$ cat src/sv/msp_pkg.sv
// Package for the MSP v1 frame parser: widths, protocol characters,
// parser phase codes and the structs passed between the submodules.
// No dependencies.
package msp_pkg;

  // Largest payload accepted in one frame
  localparam int unsigned MaxPayload = 64;

  localparam int unsigned ByteW = 8;
  localparam int unsigned SizeW = 7;
  localparam int unsigned PosW  = 6;
  // Two payload banks, selected by the frame queue slot
  localparam int unsigned AddrW = PosW + 1;
  localparam int unsigned BufDepth = 2 ** AddrW;

  // Protocol characters
  localparam logic [ByteW-1:0] ChPreamble = 8'h24;  // '$'
  localparam logic [ByteW-1:0] ChM        = 8'h4D;  // 'M'
  localparam logic [ByteW-1:0] ChToFc     = 8'h3C;  // '<'
  localparam logic [ByteW-1:0] ChFromFc   = 8'h3E;  // '>'

  // Parser phases, one-hot
  typedef enum logic [6:0] {
    PhIdle     = 7'b0000001,
    PhWantM    = 7'b0000010,
    PhWantDir  = 7'b0000100,
    PhWantSize = 7'b0001000,
    PhWantCmd  = 7'b0010000,
    PhPayload  = 7'b0100000,
    PhChecksum = 7'b1000000
  } phase_e;

  // Completed frame header handed from parser to drain
  typedef struct packed {
    logic [ByteW-1:0] command;
    logic [SizeW-1:0] size;
    logic [ByteW-1:0] rx_sum;
    logic [ByteW-1:0] calc_sum;
  } frame_desc_t;

  // Payload buffer write port
  typedef struct packed {
    logic             en;
    logic [AddrW-1:0] addr;
    logic [ByteW-1:0] data;
  } buf_wr_t;

  // Frame queue status
  typedef struct packed {
    logic full;
    logic empty;
    logic wr_slot;
    logic rd_slot;
  } queue_stat_t;

endpackage

$ cat src/sv/msp_if.sv
// Stream interfaces for the MSP v1 frame parser: received byte channel
// and frame result channel. Depends on msp_pkg.
interface msp_in_if;
  logic                      valid;
  logic                      ready;
  logic [msp_pkg::ByteW-1:0] rx_byte;

  modport source (output valid, output rx_byte, input ready);
  modport sink   (input valid, input rx_byte, output ready);
endinterface

interface msp_out_if;
  logic                      valid;
  logic                      ready;
  logic [msp_pkg::ByteW-1:0] command_code;
  logic [msp_pkg::SizeW-1:0] payload_size;
  logic [msp_pkg::ByteW-1:0] payload_byte;
  logic [msp_pkg::PosW-1:0]  payload_position;
  logic [msp_pkg::ByteW-1:0] received_checksum;
  logic [msp_pkg::ByteW-1:0] computed_checksum;
  logic                      frame_valid;
  logic                      last_of_frame;

  modport source (output valid, output command_code, output payload_size,
                  output payload_byte, output payload_position,
                  output received_checksum, output computed_checksum,
                  output frame_valid, output last_of_frame, input ready);
  modport sink   (input valid, input command_code, input payload_size,
                  input payload_byte, input payload_position,
                  input received_checksum, input computed_checksum,
                  input frame_valid, input last_of_frame, output ready);
endinterface

$ cat src/sv/msp_front.sv
// Front end of the MSP v1 parser: header state machine, checksum
// accumulation, payload buffer writes and frame header push.
// Depends on msp_pkg.
module msp_front (
  input  logic                        clk_i,
  input  logic                        rst_ni,
  input  logic                        in_valid_i,
  input  logic [msp_pkg::ByteW-1:0]   in_byte_i,
  output logic                        in_ready_o,
  input  msp_pkg::queue_stat_t        q_stat_i,
  output logic                        push_o,
  output msp_pkg::frame_desc_t        push_desc_o,
  output msp_pkg::buf_wr_t            buf_wr_o
);

  msp_pkg::phase_e           phase_q, phase_d;
  logic [msp_pkg::SizeW-1:0] count_q, count_d;
  logic [msp_pkg::ByteW-1:0] sum_q, sum_d;
  logic [msp_pkg::SizeW-1:0] size_q, size_d;
  logic [msp_pkg::ByteW-1:0] cmd_q, cmd_d;
  logic                      take;
  logic [msp_pkg::SizeW-1:0] count_inc;

  // A free queue slot also means the matching payload bank is free
  assign in_ready_o = !q_stat_i.full;
  assign take       = in_valid_i && in_ready_o;
  assign count_inc  = count_q + msp_pkg::SizeW'(1);

  // Parser next state
  always_comb begin
    phase_d = phase_q;
    count_d = count_q;
    sum_d   = sum_q;
    size_d  = size_q;
    cmd_d   = cmd_q;
    push_o  = 1'b0;
    if (take) begin
      unique case (phase_q)
        msp_pkg::PhIdle: begin
          if (in_byte_i == msp_pkg::ChPreamble) phase_d = msp_pkg::PhWantM;
        end
        msp_pkg::PhWantM: begin
          if (in_byte_i == msp_pkg::ChM) begin
            phase_d = msp_pkg::PhWantDir;
          end else if (in_byte_i != msp_pkg::ChPreamble) begin
            phase_d = msp_pkg::PhIdle;
          end
        end
        msp_pkg::PhWantDir: begin
          if (in_byte_i == msp_pkg::ChToFc || in_byte_i == msp_pkg::ChFromFc) begin
            phase_d = msp_pkg::PhWantSize;
          end else begin
            phase_d = msp_pkg::PhIdle;
          end
        end
        msp_pkg::PhWantSize: begin
          if (in_byte_i > msp_pkg::ByteW'(msp_pkg::MaxPayload)) begin
            phase_d = msp_pkg::PhIdle;
          end else begin
            size_d  = in_byte_i[msp_pkg::SizeW-1:0];
            sum_d   = in_byte_i;
            phase_d = msp_pkg::PhWantCmd;
          end
        end
        msp_pkg::PhWantCmd: begin
          cmd_d   = in_byte_i;
          sum_d   = sum_q ^ in_byte_i;
          count_d = '0;
          phase_d = (size_q == '0) ? msp_pkg::PhChecksum : msp_pkg::PhPayload;
        end
        msp_pkg::PhPayload: begin
          sum_d   = sum_q ^ in_byte_i;
          count_d = count_inc;
          if (count_inc >= size_q) phase_d = msp_pkg::PhChecksum;
        end
        msp_pkg::PhChecksum: begin
          push_o  = 1'b1;
          phase_d = msp_pkg::PhIdle;
        end
        default: phase_d = msp_pkg::PhIdle;
      endcase
    end
  end

  // Frame header and payload write
  always_comb begin
    push_desc_o.command  = cmd_q;
    push_desc_o.size     = size_q;
    push_desc_o.rx_sum   = in_byte_i;
    push_desc_o.calc_sum = sum_q;
    buf_wr_o.en          = take && (phase_q == msp_pkg::PhPayload);
    buf_wr_o.addr        = {q_stat_i.wr_slot, count_q[msp_pkg::PosW-1:0]};
    buf_wr_o.data        = in_byte_i;
  end

  always_ff @(posedge clk_i or negedge rst_ni) begin
    if (!rst_ni) begin
      phase_q <= msp_pkg::PhIdle;
      count_q <= '0;
      sum_q   <= '0;
      size_q  <= '0;
      cmd_q   <= '0;
    end else begin
      phase_q <= phase_d;
      count_q <= count_d;
      sum_q   <= sum_d;
      size_q  <= size_d;
      cmd_q   <= cmd_d;
    end
  end

endmodule

$ cat src/sv/msp_queue.sv
// Two-slot queue of completed frame headers between parser and drain.
// Slot index doubles as payload bank select. Depends on msp_pkg.
module msp_queue (
  input  logic                 clk_i,
  input  logic                 rst_ni,
  input  logic                 push_i,
  input  msp_pkg::frame_desc_t push_desc_i,
  input  logic                 pop_i,
  output msp_pkg::frame_desc_t head_o,
  output msp_pkg::queue_stat_t stat_o
);

  msp_pkg::frame_desc_t slot_q [2];
  logic                 wr_ptr_q, rd_ptr_q;
  logic [1:0]           count_q, count_d;

  assign stat_o.full    = (count_q == 2'd2);
  assign stat_o.empty   = (count_q == 2'd0);
  assign stat_o.wr_slot = wr_ptr_q;
  assign stat_o.rd_slot = rd_ptr_q;
  assign head_o         = slot_q[rd_ptr_q];

  // Occupancy
  always_comb begin
    count_d = count_q;
    if (push_i && !pop_i) count_d = count_q + 2'd1;
    else if (pop_i && !push_i) count_d = count_q - 2'd1;
  end

  always_ff @(posedge clk_i or negedge rst_ni) begin
    if (!rst_ni) begin
      wr_ptr_q <= 1'b0;
      rd_ptr_q <= 1'b0;
      count_q  <= '0;
    end else begin
      count_q <= count_d;
      if (push_i) wr_ptr_q <= !wr_ptr_q;
      if (pop_i) rd_ptr_q <= !rd_ptr_q;
    end
  end

  // Header storage, no reset needed
  always_ff @(posedge clk_i) begin
    if (push_i) slot_q[wr_ptr_q] <= push_desc_i;
  end

endmodule

$ cat src/sv/msp_back.sv
// MSP v1 parser drain side, depends on msp_pkg: payload buffer (two banks)
// and sequencer emitting one result word per payload byte, one if empty.
module msp_back (
  input  logic                           clk_i,
  input  logic                           rst_ni,
  input  msp_pkg::buf_wr_t               buf_wr_i,
  input  msp_pkg::frame_desc_t           head_i,
  input  msp_pkg::queue_stat_t           q_stat_i,
  output logic                           pop_o,
  output logic                           out_valid_o,
  input  logic                           out_ready_i,
  output logic [msp_pkg::ByteW-1:0]      command_code_o,
  output logic [msp_pkg::SizeW-1:0]      payload_size_o,
  output logic [msp_pkg::ByteW-1:0]      payload_byte_o,
  output logic [msp_pkg::PosW-1:0]       payload_position_o,
  output logic [msp_pkg::ByteW-1:0]      received_checksum_o,
  output logic [msp_pkg::ByteW-1:0]      computed_checksum_o,
  output logic                           frame_valid_o,
  output logic                           last_of_frame_o
);

  logic [msp_pkg::ByteW-1:0] mem_q [msp_pkg::BufDepth];
  logic [msp_pkg::ByteW-1:0] rd_data_q;
  logic [msp_pkg::PosW-1:0]  pos_q;
  logic                      out_valid_q;
  msp_pkg::frame_desc_t      desc_q;
  logic [msp_pkg::PosW-1:0]  pos_out_q;
  logic                      last_q;
  logic                      adv, emit, is_last;
  logic [msp_pkg::SizeW-1:0] pos_next;

  // Output register free or being taken
  assign adv      = !out_valid_q || out_ready_i;
  assign emit     = adv && !q_stat_i.empty;
  assign pos_next = {1'b0, pos_q} + msp_pkg::SizeW'(1);
  assign is_last  = (head_i.size == '0) || (pos_next == head_i.size);
  assign pop_o    = emit && is_last;

  // Payload buffer
  always_ff @(posedge clk_i) begin
    if (buf_wr_i.en) mem_q[buf_wr_i.addr] <= buf_wr_i.data;
    if (emit) rd_data_q <= mem_q[{q_stat_i.rd_slot, pos_q}];
  end

  // Position counter and output valid
  always_ff @(posedge clk_i or negedge rst_ni) begin
    if (!rst_ni) begin
      pos_q       <= '0;
      out_valid_q <= 1'b0;
    end else begin
      if (adv) out_valid_q <= !q_stat_i.empty;
      if (emit) pos_q <= is_last ? '0 : pos_next[msp_pkg::PosW-1:0];
    end
  end

  // Output word fields
  always_ff @(posedge clk_i) begin
    if (emit) begin
      desc_q    <= head_i;
      pos_out_q <= pos_q;
      last_q    <= is_last;
    end
  end

  assign out_valid_o         = out_valid_q;
  assign command_code_o      = desc_q.command;
  assign payload_size_o      = desc_q.size;
  assign payload_byte_o      = (desc_q.size == '0) ? '0 : rd_data_q;
  assign payload_position_o  = pos_out_q;
  assign received_checksum_o = desc_q.rx_sum;
  assign computed_checksum_o = desc_q.calc_sum;
  assign frame_valid_o       = (desc_q.rx_sum == desc_q.calc_sum);
  assign last_of_frame_o     = last_q;

endmodule

$ cat src/sv/msp_v1_frame_parser.sv
// MSP v1 frame parser top level. After the checksum byte is accepted, the
// header is queued, then the first result word is registered; the frame then
// drains one word per cycle while out ready is high. Input: one received
// byte per cycle while the two-slot frame queue has room, overlapping drain.
// Reset: asynchronous active low, parser idle and queue empty.
// Depends on msp_pkg, msp_if, msp_front, msp_queue, msp_back.
module msp_v1_frame_parser (
  input  logic      clk_i,
  input  logic      rst_ni,
  msp_in_if.sink    in_i,
  msp_out_if.source out_o
);

  msp_pkg::queue_stat_t q_stat;
  msp_pkg::frame_desc_t push_desc, head;
  msp_pkg::buf_wr_t     buf_wr;
  logic                 push, pop;

  msp_front u_front (
    .clk_i       (clk_i),
    .rst_ni      (rst_ni),
    .in_valid_i  (in_i.valid),
    .in_byte_i   (in_i.rx_byte),
    .in_ready_o  (in_i.ready),
    .q_stat_i    (q_stat),
    .push_o      (push),
    .push_desc_o (push_desc),
    .buf_wr_o    (buf_wr)
  );

  msp_queue u_queue (
    .clk_i       (clk_i),
    .rst_ni      (rst_ni),
    .push_i      (push),
    .push_desc_i (push_desc),
    .pop_i       (pop),
    .head_o      (head),
    .stat_o      (q_stat)
  );

  msp_back u_back (
    .clk_i               (clk_i),
    .rst_ni              (rst_ni),
    .buf_wr_i            (buf_wr),
    .head_i              (head),
    .q_stat_i            (q_stat),
    .pop_o               (pop),
    .out_valid_o         (out_o.valid),
    .out_ready_i         (out_o.ready),
    .command_code_o      (out_o.command_code),
    .payload_size_o      (out_o.payload_size),
    .payload_byte_o      (out_o.payload_byte),
    .payload_position_o  (out_o.payload_position),
    .received_checksum_o (out_o.received_checksum),
    .computed_checksum_o (out_o.computed_checksum),
    .frame_valid_o       (out_o.frame_valid),
    .last_of_frame_o     (out_o.last_of_frame)
  );

  // An empty frame is always a single, final word
  assert property (@(posedge clk_i) disable iff (!rst_ni)
    out_o.valid && (out_o.payload_size == '0) |-> out_o.last_of_frame)
    else $error("empty frame word not marked last");

  // Position stays inside the payload
  assert property (@(posedge clk_i) disable iff (!rst_ni)
    out_o.valid && (out_o.payload_size != '0) |->
      ({1'b0, out_o.payload_position} < out_o.payload_size))
    else $error("payload position beyond frame size");

  // A new frame run starts at position zero
  assert property (@(posedge clk_i) disable iff (!rst_ni)
    out_o.valid && out_o.ready && out_o.last_of_frame |=>
      (!out_o.valid || out_o.payload_position == '0))
    else $error("frame run did not restart at position zero");

  // Never push into a full queue
  assert property (@(posedge clk_i) disable iff (!rst_ni)
    push |-> !q_stat.full)
    else $error("frame queue overflow");

endmodule
$ cat src/flat_wrapper.sv
// flat-port wrapper written by rule: the top's interface ports become plain ports
module msp_v1_frame_parser_flat 
  (clk_i, rst_ni, in_i_valid, in_i_rx_byte, in_i_ready, out_o_valid, out_o_command_code, out_o_payload_size, out_o_payload_byte, out_o_payload_position, out_o_received_checksum, out_o_computed_checksum, out_o_frame_valid, out_o_last_of_frame, out_o_ready);
  msp_in_if in_i_i ();
  msp_out_if out_o_i ();
  input  logic clk_i;
  input  logic rst_ni;
  input wire logic [$bits(in_i_i.valid)-1:0] in_i_valid;
  input wire logic [$bits(in_i_i.rx_byte)-1:0] in_i_rx_byte;
  output wire logic [$bits(in_i_i.ready)-1:0] in_i_ready;
  output wire logic [$bits(out_o_i.valid)-1:0] out_o_valid;
  output wire logic [$bits(out_o_i.command_code)-1:0] out_o_command_code;
  output wire logic [$bits(out_o_i.payload_size)-1:0] out_o_payload_size;
  output wire logic [$bits(out_o_i.payload_byte)-1:0] out_o_payload_byte;
  output wire logic [$bits(out_o_i.payload_position)-1:0] out_o_payload_position;
  output wire logic [$bits(out_o_i.received_checksum)-1:0] out_o_received_checksum;
  output wire logic [$bits(out_o_i.computed_checksum)-1:0] out_o_computed_checksum;
  output wire logic [$bits(out_o_i.frame_valid)-1:0] out_o_frame_valid;
  output wire logic [$bits(out_o_i.last_of_frame)-1:0] out_o_last_of_frame;
  input wire logic [$bits(out_o_i.ready)-1:0] out_o_ready;
  assign in_i_i.valid = in_i_valid;
  assign in_i_i.rx_byte = in_i_rx_byte;
  assign in_i_ready = in_i_i.ready;
  assign out_o_valid = out_o_i.valid;
  assign out_o_command_code = out_o_i.command_code;
  assign out_o_payload_size = out_o_i.payload_size;
  assign out_o_payload_byte = out_o_i.payload_byte;
  assign out_o_payload_position = out_o_i.payload_position;
  assign out_o_received_checksum = out_o_i.received_checksum;
  assign out_o_computed_checksum = out_o_i.computed_checksum;
  assign out_o_frame_valid = out_o_i.frame_valid;
  assign out_o_last_of_frame = out_o_i.last_of_frame;
  assign out_o_i.ready = out_o_ready;
  msp_v1_frame_parser u_core (.clk_i(clk_i), .rst_ni(rst_ni), .in_i(in_i_i), .out_o(out_o_i));
endmodule
$ cat config.mk
export PLATFORM = sky130hd
export DESIGN_NAME = msp_v1_frame_parser_flat
export DESIGN_NICKNAME = d
export VERILOG_FILES = /design/src/sv/msp_pkg.sv /design/src/sv/msp_if.sv /design/src/sv/msp_front.sv /design/src/sv/msp_queue.sv /design/src/sv/msp_back.sv /design/src/sv/msp_v1_frame_parser.sv /design/src/flat_wrapper.sv
export SDC_FILE = /design/constraint.sdc
export NUM_CORES = 1
export LEC_CHECK = 0
export BUFFER_PORTS_ARGS = -buffer_cell sky130_fd_sc_hd__buf_2
export CAP_MARGIN = 20
export CORE_MARGIN = 2
export CORE_UTILIZATION = 42
export CTS_CLUSTER_SIZE = 40
export DETAILED_ROUTE_END_ITERATION = 12
export GPL_TIMING_DRIVEN = 0
export PLACE_DENSITY_LB_ADDON = 0.05
export SLEW_MARGIN = 25
export SYNTH_ARGS = -nofsm -noshare
export SYNTH_HDL_FRONTEND = slang
export SYNTH_SLANG_ARGS = --single-unit
$ cat constraint.sdc
create_clock -name clk_i -period 7.05 [get_ports clk_i]
set_input_delay 1.41 -clock clk_i [delete_from_list [all_inputs] [get_ports clk_i]]
set_output_delay 1.41 -clock clk_i [all_outputs]
set_load 0.01 [all_outputs]
Word-level counts from Yosys, hierarchy flattened

Memory sizes are Yosys's and may differ from the RTL's. A register that Yosys moved wholly into a read port is not among the register bits.
Cells that the tools add are included.

Register bits after elaboration: 86
Memory bits (writable): 1086
Output and inout port bits: 49
Word-level logic and storage cells: 95
Memories kept: 2

$add $sub $neg: 4
$lt $le $gt $ge: 2
Equal/unequal tests: 19
Mux-type cells: 21
Bitwise operators: 2
Reductions and logical operators: 29

Memory list:

| memory                | words | width | read ports | clocked after Yosys merged registers in | write ports | RTL line        | source |
|---|---|---|---|---|---|---|---|
| u_core.u_back.mem_q   | 128   | 8     | 1          | 1                                       | 1           | msp_back.sv:22  | `logic [msp_pkg::ByteW-1:0] mem_q [msp_pkg::BufDepth];` |
| u_core.u_queue.slot_q | 2     | 31    | 1          | 0                                       | 1           | msp_queue.sv:13 | `msp_pkg::frame_desc_t slot_q [2];` |

Operators with widths:

| operator            | count |
|---|---|
| $pmux 7 s6          | 1 |
| $mux 7              | 5 |
| $eq 8x6->1 const B  | 3 |
| $logic_not 7->1     | 3 |
| $mux 8              | 2 |
| $pmux 8 s2          | 1 |
| $pmux 7 s2          | 1 |
| $eq 8x7->1 const B  | 1 |
| $eq 8x8->1          | 1 |
| $gt 8x7->1 const B  | 1 |
| $ne 8x6->1 const B  | 1 |
| $xor 8x8->8         | 1 |
| $add 6x1->7 const B | 1 |
| $add 7x1->7 const B | 1 |
| $eq 7x1->1 const B  | 1 |
| $eq 7x2->1 const B  | 1 |
| $eq 7x3->1 const B  | 1 |
| $eq 7x4->1 const B  | 1 |
| $eq 7x5->1 const B  | 1 |
| $eq 7x6->1 const B  | 1 |
| $eq 7x7->1          | 1 |
| $eq 7x7->1 const B  | 1 |
| $ge 7x7->1          | 1 |
| $logic_not 1->1     | 7 |
| other kinds (19)    | 38 |

Longest topological paths before layout

Depth after elaboration: 8
Depth in mapped cells: 12
Gate-level depth less buffers: 11

Cells and area by module

From an unflattened synthesis, not the netlist that was laid out.

Cells, all modules: 2088
Area total of the unflattened synthesis: 46410.8 µm²

By module, submodules not included:

| module    | instances | cells each | area each (µm²) | seq. area each (µm²) |
|---|---|---|---|---|
| msp_back  | 1         | 1760       | 41557.4         | 32306.0 |
| msp_queue | 1         | 115        | 2592.5          | 1961.9 |
| msp_front | 1         | 213        | 2260.9          | 927.1 |

Worst setup path after synthesis

Ideal clock, no wire load.

Kind: input to register
Start point: in out_o_ready
End point: reg u_core.u_queue.count_q[1]
Arrival: 3.719 ns
Required time: 6.925 ns
Path slack: 3.206 ns
Stages on the path: 8
Cell sequence: nand2b_1 -> o21ai_1 -> clkinv_1 -> nand2_1 -> ha_1 -> xor2_1 -> nor2_1 -> xor2_1

Longest elaborated chain between the ends: 6

Ends and longest elaborated chain:

| what                                        | RTL line           | source |
|---|---|---|
| start: declaration                          | flat_wrapper.sv:20 | `input wire logic [$bits(out_o_i.ready)-1:0] out_o_ready;` |
| $logic_or 1x1->1 *                          | msp_back.sv:33     | `assign adv = !out_valid_q \|\| out_ready_i;` |
| $logic_and 1x1->1 *                         | msp_back.sv:34     | `assign emit = adv && !q_stat_i.empty;` |
| net u_core.u_back.emit                      | msp_back.sv:29     | `logic adv, emit, is_last;` |
| $logic_and 1x1->1 *                         | msp_back.sv:37     | `assign pop_o = emit && is_last;` |
| $logic_not 1->1                             | msp_queue.sv:26    | `if (push_i && !pop_i) count_d = count_q + 2'd1;` |
| $logic_and 1x1->1                           | msp_queue.sv:26    |  |
| $mux 2 or $reduce_bool 2->1 (tied branches) | n/a                |  |
| end signal: assignment                      | msp_queue.sv:36    | `count_q <= count_d;` |
| end: declaration                            | msp_queue.sv:15    | `logic [1:0] count_q, count_d;` |

Mark *: on every way through the listed nets, which the timed path passes. The rest lies on a longest branch.
A chain may end at the register's enable or synchronous reset.

==> results.cfg <==
[cells_and_area]
final-instance-count-excl-fill = 4160
final_design_area_no_fill_mm2 = 0.0525
finish.utilization_pct = 48.3
num-nets-final = 2669
area_delta_synth_final_pct = 13.9
layout-drive-gt1-share_pct = 20.0

[power_and_ir_drop]
share_seq_of_total_power_pct = 45.4
ir_drop_v = 0.000184
comb_power_share_pct = 18.6
switching_share_pct = 27.3
power.internal_uw = 12800
pwr_density_cell_mw_per_mm2 = 335
p_sw_uw = 4810
total_leakage_power_uw = 0.0166
share_clk_of_total_power_pct = 36.1
fin_total_pwr_uw = 17600

[cts]
cts-root-to-sink-buffers = 3
clock-sinks = 1180
postCtsSetupBuffers = 0
htree_num_levels = 4
ctsHoldBuffers = 0
insertion_delay_of_the_later_clocked_pin_in_the_worst_skew_pair_ns = 0.72
root_buffer = clkbuf_16
ctsResizeCount = 0
tritoncts = done
clkTransAtPathRegs_ns = 0.06
numCtsBuffers = 130

[worst_setup_path]
reg2reg_from = u_core.u_back.pos_q[4]
timing.critical_path.from = u_core.u_back.pos_q[4]
crit_end = u_core.u_back.rd_data_q[5]
required_ns = 7.41
worst-r2r-cell-count = 8
reg2reg_slack_ns = 1.91
cp_top_family = buffers and inverters
critPathMaxFanout = 10
reg2reg_to = u_core.u_back.rd_data_q[5]
worst-path-buf-inv = 3
crit_path_end_kind = flip-flop
standard_cell_with_the_maximum_stage_delay_on_the_critical_path = nor4_1
cp_slowest_stage_delay_ns = 1.09
timing.critical_path.arrival_ns = 5.50
worstPathCellList = buf_2 -> clkbuf_1 -> clkbuf_1 -> mux4_2 -> a221oi_1 -> o21ai_0 -> nor4_1 -> nor3_1
crit_type = reg2reg
critical_path.most_common_cell = clkbuf_1
critical_path_cell_count = 8
timing.critical_path.from_type = flip-flop

[synth]
synth-seq-area-share_pct = 76.3
number_of_unique_standard_cell_types_used_by_synthesis = 58
ys_async_sr_fraction_pct = 4.07
synth_enable_flop_cells = 1132
synth_top_area_share_pct = 73.7
post-synth-top-count-cell = edfxtp_1
synthesis.yosys.warnings = 0
synthesis.area_per_instance_um2 = 18.9
largest_cells_by_area_after_synthesis = edfxtp_1, mux4_2, mux2i_1
netlist_instances = 2444
mappedNetlistArea_mm2 = 0.0461
ys_dominant_reg_cell = edfxtp_1
postSynthNetCount = 2466
synth_commonest_cells = edfxtp_1, mux4_2, nor2_1
synth_top_cell_by_area = edfxtp_1
flops_latches_synth = 1180

[grt]
grt_pass1_wl_um = 176000
grt_start_max_net_pins = 99
globalRoute.totalOverflow = 0
first_global_vias = 24337
antenna_found_initial = 3
global_route.usage.total_pct = 22.1

[worst_hold_path]
hold_path.startpoint = u_core.u_front.cmd_q[6]
hold_path_class = reg2reg

[floorplanning]
start_util_pct = 42.4
placement_row_count = 121
dieWidth_um = 335
fp.dieArea_mm2 = 0.112
core_area_mm2 = 0.109
boundaryPins = 61
die_y_um = 335

[sta]
period_needed_ns = 5.14
final-setup-viol-count = 0
max_slew.worst_pin.slew_ns = 1.23
timing.setup.tns_ns = 0
finalMaxSlewViolations = 0
max_freq_mhz = 195
timing.max_slew.rel_slack_pct = 17.2
hold_viol = 0
layout_worst_path_cycle_share_pct = 72.9
grt_setup_unrepaired = no
fin_skew_ns = 0.0231

[routing]
detailroute.via_count = 23719
via_to_cell_ratio = 5.70
wl_per_cell_um = 29.5
drt-pass1-iter-count = 5
finalWirelength_um = 123000
remaining_drc_errors = 0
initialDrtViolationCount = 2714
final_antenna_net_count = 0

[place]
placement.cell_area_mm2 = 0.0486
post_dp_hpwl_um = 80500
placed_cells_incl_taps = 3929
place.gp.congestion = 0.967
portBuffers = 60

[job]
max-cap-violations = 0

[status]
status = finished, final reports clean
worst min-delay path by stage:
| stage | end | slack (ns) | cells after the start |
|---|---|---|---|
| detailed placement | u_core.u_queue.slot_q[1][26] | 0.45 | 0 |
| global route | u_core.u_queue.slot_q[0][6] | 0.48 | 0 |
| floorplan | u_core.u_back.payload_position_o[4] | 0.42 | 0 |
| CTS | u_core.u_queue.slot_q[1][29] | 0.47 | 0 |
| global placement | u_core.u_queue.slot_q[1][30] | 0.45 | 0 |
| finish | u_core.u_queue.slot_q[1][29] | 0.47 | 0 |
power groups by stage:
stage	combinational, µW	sequential, µW	clock (µW)
CTS	3290	7990	6480
floorplan	1950	8140	0
global placement	3220	8150	0
finish	3270	7990	6350
global route	3490	8000	6750
detailed placement	3280	8130	0
stage by stage:
stage / hold WS [ns] / setup slack (ns)
after floorplan: 0.420 / 3.21
after global placement: 0.446 / 1.38
after detailed placement: 0.454 / 1.90
after CTS: 0.467 / 2.05
after global routing: 0.485 / 2.03
final: 0.467 / 1.91
state kept, by name (all words and copies together), names as in the netlist:
name	cells
u_core.u_back.last_of_frame_o	1
u_core.u_back.received_checksum_o	8
u_core.u_queue.count_q	2
u_core.u_back.mem_q	1024
u_core.u_back.payload_position_o	6
u_core.u_back.computed_checksum_o	8
u_core.u_front.size_q	7
u_core.u_back.command_code_o	8
u_core.u_queue.rd_ptr_q	1
u_core.u_back.pos_q	6
u_core.u_back.out_valid_o	1
u_core.u_front.sum_q	8
u_core.u_queue.slot_q	62
u_core.u_front.count_q	7
u_core.u_front.phase_q	7
u_core.u_front.cmd_q	8
u_core.u_back.payload_size_o	7
u_core.u_back.rd_data_q	8
u_core.u_queue.wr_ptr_q	1
final cells by class:
type	instances	area, µm²
Multi-Input combinational cell	1119	10300
Clock inverter	65	387
Clock buffer	164	3580
Inverter	15	57.6
Timing Repair Buffer	71	659
Buffer	130	596
Fill cell	9112	56300
Sequential cell	1180	35200
Tap cell	1414	1770
Antenna cell	2	5.00
cell families (layout without fill, tap and decap cells):
family / after synthesis / after routing / share of synthesized area (%)
other: 0 / 2 / 0
buffers and inverters: 145 / 445 / 1.39
xor gates and xnor gates: 36 / 36 / 0.714
adders and majority gates: 10 / 10 / 0.271
AOI/OAI and AO/OA: 221 / 221 / 3.17
DFF: 1180 / 1180 / 76.3
and+or+nand+nor: 470 / 470 / 4.72
muxes: 382 / 382 / 13.4
cell usage in the layout, fill, tap and decap left out, types with 19 or more instances in the layout:
cell / count
a21oi_1: 68
a22oi_1: 108
buf_2: 98
clkbuf_1: 79
clkbuf_16: 138
clkinv_1: 33
clkinv_2: 24
dfrtp_1: 47
edfxtp_1: 1132
mux2_2: 47
mux2i_1: 150
mux4_2: 184
nand2_1: 131
nand3_1: 64
nand4_1: 22
nor2_1: 154
nor2b_1: 23
o21ai_0: 19
xnor2_1: 20
per-layer routing:
layer  global-route usage (%)  vias to the layer above  routed length (µm)
met3                     4.35                      157                7730
met5                        0                        -                   0
met2                     34.5                      769               57200
li1                         -                    10234                   -
met4                     6.02                        0                2860
met1                     31.8                    12559               54900
Power figures use the tool's default switching activity.
